**config.mk**
```make
export PLATFORM = sky130hd
export DESIGN_NAME = gfa_final_stage
export DESIGN_NICKNAME = d
export VERILOG_FILES = /design/src/sv/gfa_pkg.sv /design/src/sv/gfa_final_stage.sv
export SDC_FILE = /design/constraint.sdc
export NUM_CORES = 1
export LEC_CHECK = 0
export BUFFER_PORTS_ARGS = -buffer_cell sky130_fd_sc_hd__buf_2
export CORE_MARGIN = 2
export CORE_UTILIZATION = 40
export DETAILED_ROUTE_END_ITERATION = 10
export GPL_TIMING_DRIVEN = 0
export PLACE_DENSITY = 0.58
export SYNTH_ARGS = -nofsm -noshare
export SYNTH_HDL_FRONTEND = slang
export SYNTH_SLANG_ARGS = --single-unit
```
**constraint.sdc**
```tcl
create_clock -name clk -period 1.23 [get_ports clk]
set_clock_uncertainty 0.05 [all_clocks]
set_input_delay 0.123 -clock clk [delete_from_list [all_inputs] [get_ports clk]]
set_output_delay 0.123 -clock clk [all_outputs]
set_load 0.005 [all_outputs]
```
**src/sv/gfa_pkg.sv**
```systemverilog
// ----------------------------------------------------------------------------
// gfa_pkg
// Types, constants and field arithmetic shared by the GF(2^w) ALU pipeline.
// ----------------------------------------------------------------------------
package gfa_pkg;

	localparam int MaxFieldBits = 16;
	localparam int ProdBits     = 2 * MaxFieldBits - 1;
	localparam int ExpStages    = 16;

	// field size select codes
	localparam logic [1:0] ModeGf16  = 2'd0;
	localparam logic [1:0] ModeGf256 = 2'd1;

	// operation codes
	localparam logic [1:0] OpXor = 2'd0;
	localparam logic [1:0] OpMul = 2'd1;
	localparam logic [1:0] OpDiv = 2'd2;
	localparam logic [1:0] OpPow = 2'd3;

	// primitive polynomials, top bit included
	localparam logic [16:0] PolyW4  = 17'o23;
	localparam logic [16:0] PolyW8  = 17'o435;
	localparam logic [16:0] PolyW16 = 17'o210013;

	typedef struct packed {
		logic [1:0]  op;
		logic [15:0] operand_a;
		logic [15:0] operand_b;
	} in_item_t;

	typedef struct packed {
		logic [15:0] result;
		logic        divide_by_zero;
	} out_item_t;

	// state carried through the exponent stages
	typedef struct packed {
		logic [1:0]  mode;
		logic [15:0] x;
		logic [15:0] acc;
		logic [15:0] e;
		logic [15:0] f;
		logic        dbz;
	} pipe_t;

	function automatic logic [4:0] field_bits(input logic [1:0] mode);
		logic [4:0] bits;
		case (mode)
			ModeGf16:  bits = 5'd4;
			ModeGf256: bits = 5'd8;
			default:   bits = 5'd16;
		endcase
		return bits;
	endfunction

	function automatic logic [15:0] field_mask(input logic [1:0] mode);
		logic [15:0] m;
		case (mode)
			ModeGf16:  m = 16'h000f;
			ModeGf256: m = 16'h00ff;
			default:   m = 16'hffff;
		endcase
		return m;
	endfunction

	function automatic logic [16:0] field_poly(input logic [1:0] mode);
		logic [16:0] p;
		case (mode)
			ModeGf16:  p = PolyW4;
			ModeGf256: p = PolyW8;
			default:   p = PolyW16;
		endcase
		return p;
	endfunction

	// carry-less product followed by reduction modulo the field polynomial
	function automatic logic [15:0] gf_mul(input logic [15:0] a, input logic [15:0] b,
			input logic [1:0] mode);
		logic [ProdBits-1:0] p;
		logic [ProdBits-1:0] poly_ext;
		logic [4:0]          bits;
		logic [15:0]         m;
		m        = field_mask(mode);
		bits     = field_bits(mode);
		poly_ext = {{(ProdBits-17){1'b0}}, field_poly(mode)};
		p        = '0;
		for (int i = 0; i < MaxFieldBits; i++) begin
			if (b[i] & m[i])
				p = p ^ ({{(ProdBits-16){1'b0}}, a & m} << i);
		end
		for (int i = ProdBits - 1; i >= 4; i--) begin
			if (i >= int'(bits) && p[i])
				p = p ^ (poly_ext << (i - int'(bits)));
		end
		return p[15:0] & m;
	endfunction

endpackage

```
**src/sv/gfa_final_stage.sv**
```systemverilog
// ----------------------------------------------------------------------------
// gfa_final_stage
// Multiplies the exponent result by the post factor and forms the result item.
// ----------------------------------------------------------------------------
module gfa_final_stage (
	input  logic               clk,
	input  logic               arst_n,
	input  logic               up_valid,
	output logic               up_ready,
	input  gfa_pkg::pipe_t     up_data,
	output logic               dn_valid,
	input  logic               dn_ready,
	output gfa_pkg::out_item_t dn_data
);

	logic               valid_s1;
	gfa_pkg::out_item_t data_s1;

	assign up_ready = !valid_s1 || dn_ready;

	always_ff @(posedge clk or negedge arst_n) begin
		if (!arst_n) begin
			valid_s1 <= 1'b0;
		end else if (up_ready) begin
			valid_s1 <= up_valid;
		end
	end

	// final product
	always_ff @(posedge clk) begin
		if (up_ready && up_valid) begin
			data_s1.result         <= gfa_pkg::gf_mul(up_data.acc, up_data.f, up_data.mode);
			data_s1.divide_by_zero <= up_data.dbz;
		end
	end

	assign dn_valid = valid_s1;
	assign dn_data  = data_s1;

endmodule

```
==> impl_metrics.py <==
metrics = {
    "outcome": {
        "status": "finished with violations",
        "violations": "negative setup slack",
    },
    "grt": {
        "track_usage": 0.260,
        "grt_use_met3": 0.0209,
        "grt_pass1_vias": 8883,
        "grt_max_degree": 18,
        "gr-usage-met2": 0.435,
        "antenna_found_initial": 0,
        "busiest_layer": "met2",
        "grt_use_met1": 0.365,
        "gr-total-overflow": 0,
        "grt_pass1_wl_mm": 50.0,
    },
    "timing": {
        "fin_crit_ns": 12.01,
        "setup_viol_count_final": 16,
        "slew_headroom": 0.449,
        "slew_viol_final": 0,
        "tightest_slew_ns": 0.827,
        "rsz0062_at_grt": "yes",
        "fin_ws_ns": -10.78,
        "fmax_mhz": 83.2,
        "finalHoldViolations": 0,
        "period_share": 9.77,
    },
    "finish": {
        "drive_above_1_share": 0.211,
        "area_delta_synth_final_pct": 25.8,
        "stdcell_area_sq_um": 11300,
        "finalNonFillerCells": 1723,
        "nets": 1527,
        "antenna_cells": 0,
        "final.fill_count": 2189,
    },
    "synthesis": {
        "ys_types": 86,
        "synth_edf_count": 17,
        "syn_area_per_cell_sq_um": 6.74,
        "syn_inst": 1330,
        "ys_seq_area_frac": 0.0597,
        "syn_nets": 1413,
        "synthArstFlopShare": 0.0556,
        "syn_area_sq_um": 8970,
        "synth_top_area_frac": 0.334,
        "synth_area_leaders": "xnor2_1, nand2_1, xor2_1",
        "synthFlopType": "edfxtp_1",
        "yosysTopAreaCell": "xnor2_1",
        "yosys_warnings": 0,
        "synth_seq_cells": 18,
    },
    "power": {
        "p_total_mw": 37.1,
        "switching_share": 0.480,
        "peakVddDrop_v": 0.00188,
        "comb_power_share": 0.945,
        "clock_power_share": 0.019,
        "power_switching_mw": 17.8,
        "p_per_area_nw_per_um2": 3290,
        "intPower_mw": 19.3,
        "p_leak_nw": 4.35,
        "power_frac_seq": 0.036,
    },
    "placement": {
        "io_buffers": 26,
        "dpl.cell_count": 1636,
        "placed_cell_area_sq_um": 9720,
        "pre_cts_slack_ns": -12.79,
        "gp_congestion": 0.929,
        "hpwl_mm": 22.5,
    },
    "route": {
        "drt_iter0_markers": 643,
        "viasPerCell": 5.37,
        "num_vias": 9248,
        "ant_nets": 0,
        "route.detailed.drc": 0,
        "wl_mm": 31.5,
        "dr.pass1.iters": 5,
        "wire_per_inst_um": 18.3,
    },
    "setup_path": {
        "cpPeakStageDelay_ns": 0.52,
        "reg2reg_setup_slack_ns": 0.08,
        "r2r_cells": 2,
        "crit_fanout": 4,
        "rr_endpoint": "dn_data[2]$_DFFE_PP_",
        "r2r-start": "dn_valid$_DFFE_PN0N_",
        "endpoint_kind": "register",
        "crit_top_cell": "xnor2_1",
        "crit_type": "in -> reg",
        "startpoint": "up_data[66]",
        "critical-path-slowest-cell": "or4_4",
        "cp.arrival_ns": 11.96,
        "worstPathRequired_ns": 1.18,
        "cp-start-kind": "input pin",
    },
    "clock_network": {
        "cts_inserted_buffers": 3,
        "path_clk_slew_ns": 0.05,
        "htree_levels": 1,
        "clockBufferDepth": 2,
        "cts_tree": "built",
        "ctsRootBufferMaster": "clkbuf_16",
        "cts_sinks": 18,
        "clkLatencyLatePin_ns": 0.25,
    },
    "worst_hold_path": {
        "hold_depth": 2,
        "hp-class": "in -> reg",
        "hold_end": "dn_valid$_DFFE_PN0N_",
        "worstHoldStart": "up_valid",
    },
    "die": {
        "die_y_um": 154,
        "initial_core_util": 0.410,
        "io_pins": 90,
        "core_sq_um": 21900,
        "rows": 54,
        "dieArea_sq_um": 23600,
        "dieWidth_um": 154,
    },
    "run": {
        "max_cap_viol_count": 0,
    },
}
layout make-up:
cell class	instances	area [sq um]	share of cell area
Tap cell	280	350	0.0311
Inverter	9	61.3	0.00544
Timing Repair Buffer	114	843	0.0748
Buffer	105	612	0.0542
Multi-Input combinational cell	1193	8790	0.779
Sequential cell	18	536	0.0475
Clock buffer	4	88.8	0.00788
logic make-up after synthesis:
family / Yosys count / synth area share
compound gates: 126 / 0.0968
buf+inv: 119 / 0.0522
xor+xnor: 450 / 0.474
flops: 18 / 0.0597
mux: 8 / 0.00907
fa+ha+maj: 12 / 0.0167
simple gates: 597 / 0.291
sequential cells by signal (all words and copies together) (netlist names):
name,count
dn_data,17
dn_valid,1
layout by cell type, fill, tap and decap left out, types with 15 or more instances in the layout:
cell,n
o21ai_0,19
xnor2_1,315
a21oi_1,28
nand2_1,360
edfxtp_1,17
xor2_1,78
buf_4,83
xnor2_2,27
nor3_1,15
nand3_1,25
buf_2,30
clkbuf_1,70
nor2_1,79
how the worst max path moves through the flow:
stage                           end  slack (ns)  cells after the start
3_3_place_gp   dn_data[3]$_DFFE_PP_      -12.77                     63
5_1_grt        dn_data[3]$_DFFE_PP_      -11.42                     65
2_1_floorplan  dn_data[3]$_DFFE_PP_      -10.16                     64
6_report       dn_data[3]$_DFFE_PP_      -10.78                     67
4_1_cts        dn_data[3]$_DFFE_PP_      -10.66                     65
3_5_place_dp   dn_data[3]$_DFFE_PP_      -12.79                     63
power by group through the flow:
stage / combinational, mW / sequential (mW) / clock [mW]
2_1_floorplan: 21.9 / 1.39 / 0
3_3_place_gp: 26.2 / 1.32 / 0
3_5_place_dp: 26.3 / 1.33 / 0
4_1_cts: 31.9 / 1.33 / 0.728
5_1_grt: 37.5 / 1.36 / 0.770
6_report: 35.0 / 1.32 / 0.717
per-layer routing:
layer / part of all wire / wire [um]
met5: 0 / 0
met4: 0.026 / 810
met3: 0.056 / 1770
met2: 0.47 / 14700
met1: 0.45 / 14300
through the flow:
step | setup TNS (ns) | hold slack, ns | util
floorplan | -137.06 | -0.223 | -
global placement | -173.79 | -0.153 | 0.444
detailed placement | -174.85 | -0.151 | 0.444
CTS | -146.20 | 0.000666 | 0.496
global route | -156.08 | 0.0359 | 0.515
finish | -147.57 | 0.0286 | 0.515
synth_stat cells, drive strengths merged (6+ instances only):
library cell,count
xnor3,15
nand4,8
o31ai,6
nor3,23
nand3,32
and3,12
xor2,88
and2,20
inv,7
a31oi,7
nand2b,6
nand2,373
edfxtp,17
nor2,85
xnor2,346
buf,23
clkbuf,87
mux2i,7
a21oi,41
ha,12
or3,13
o21ai,25
worst max-delay path, delay by kind of cell:
kind            cells  cell delay (ns)
xor+xnor           27             5.43
simple gates       15             2.48
compound gates     11             1.93
buf+inv            11             1.31
fa+ha+maj           3             0.66
timing repair:
action                                  CTS  global route
gates resized for setup                 109            63
setup buffers                            67            21
hold buffers                              1             1
endpoints found under the hold margin     1             1
pin swaps                                82            53
endpoints found under the setup margin   33            16
Power figures use the tool's default switching activity.
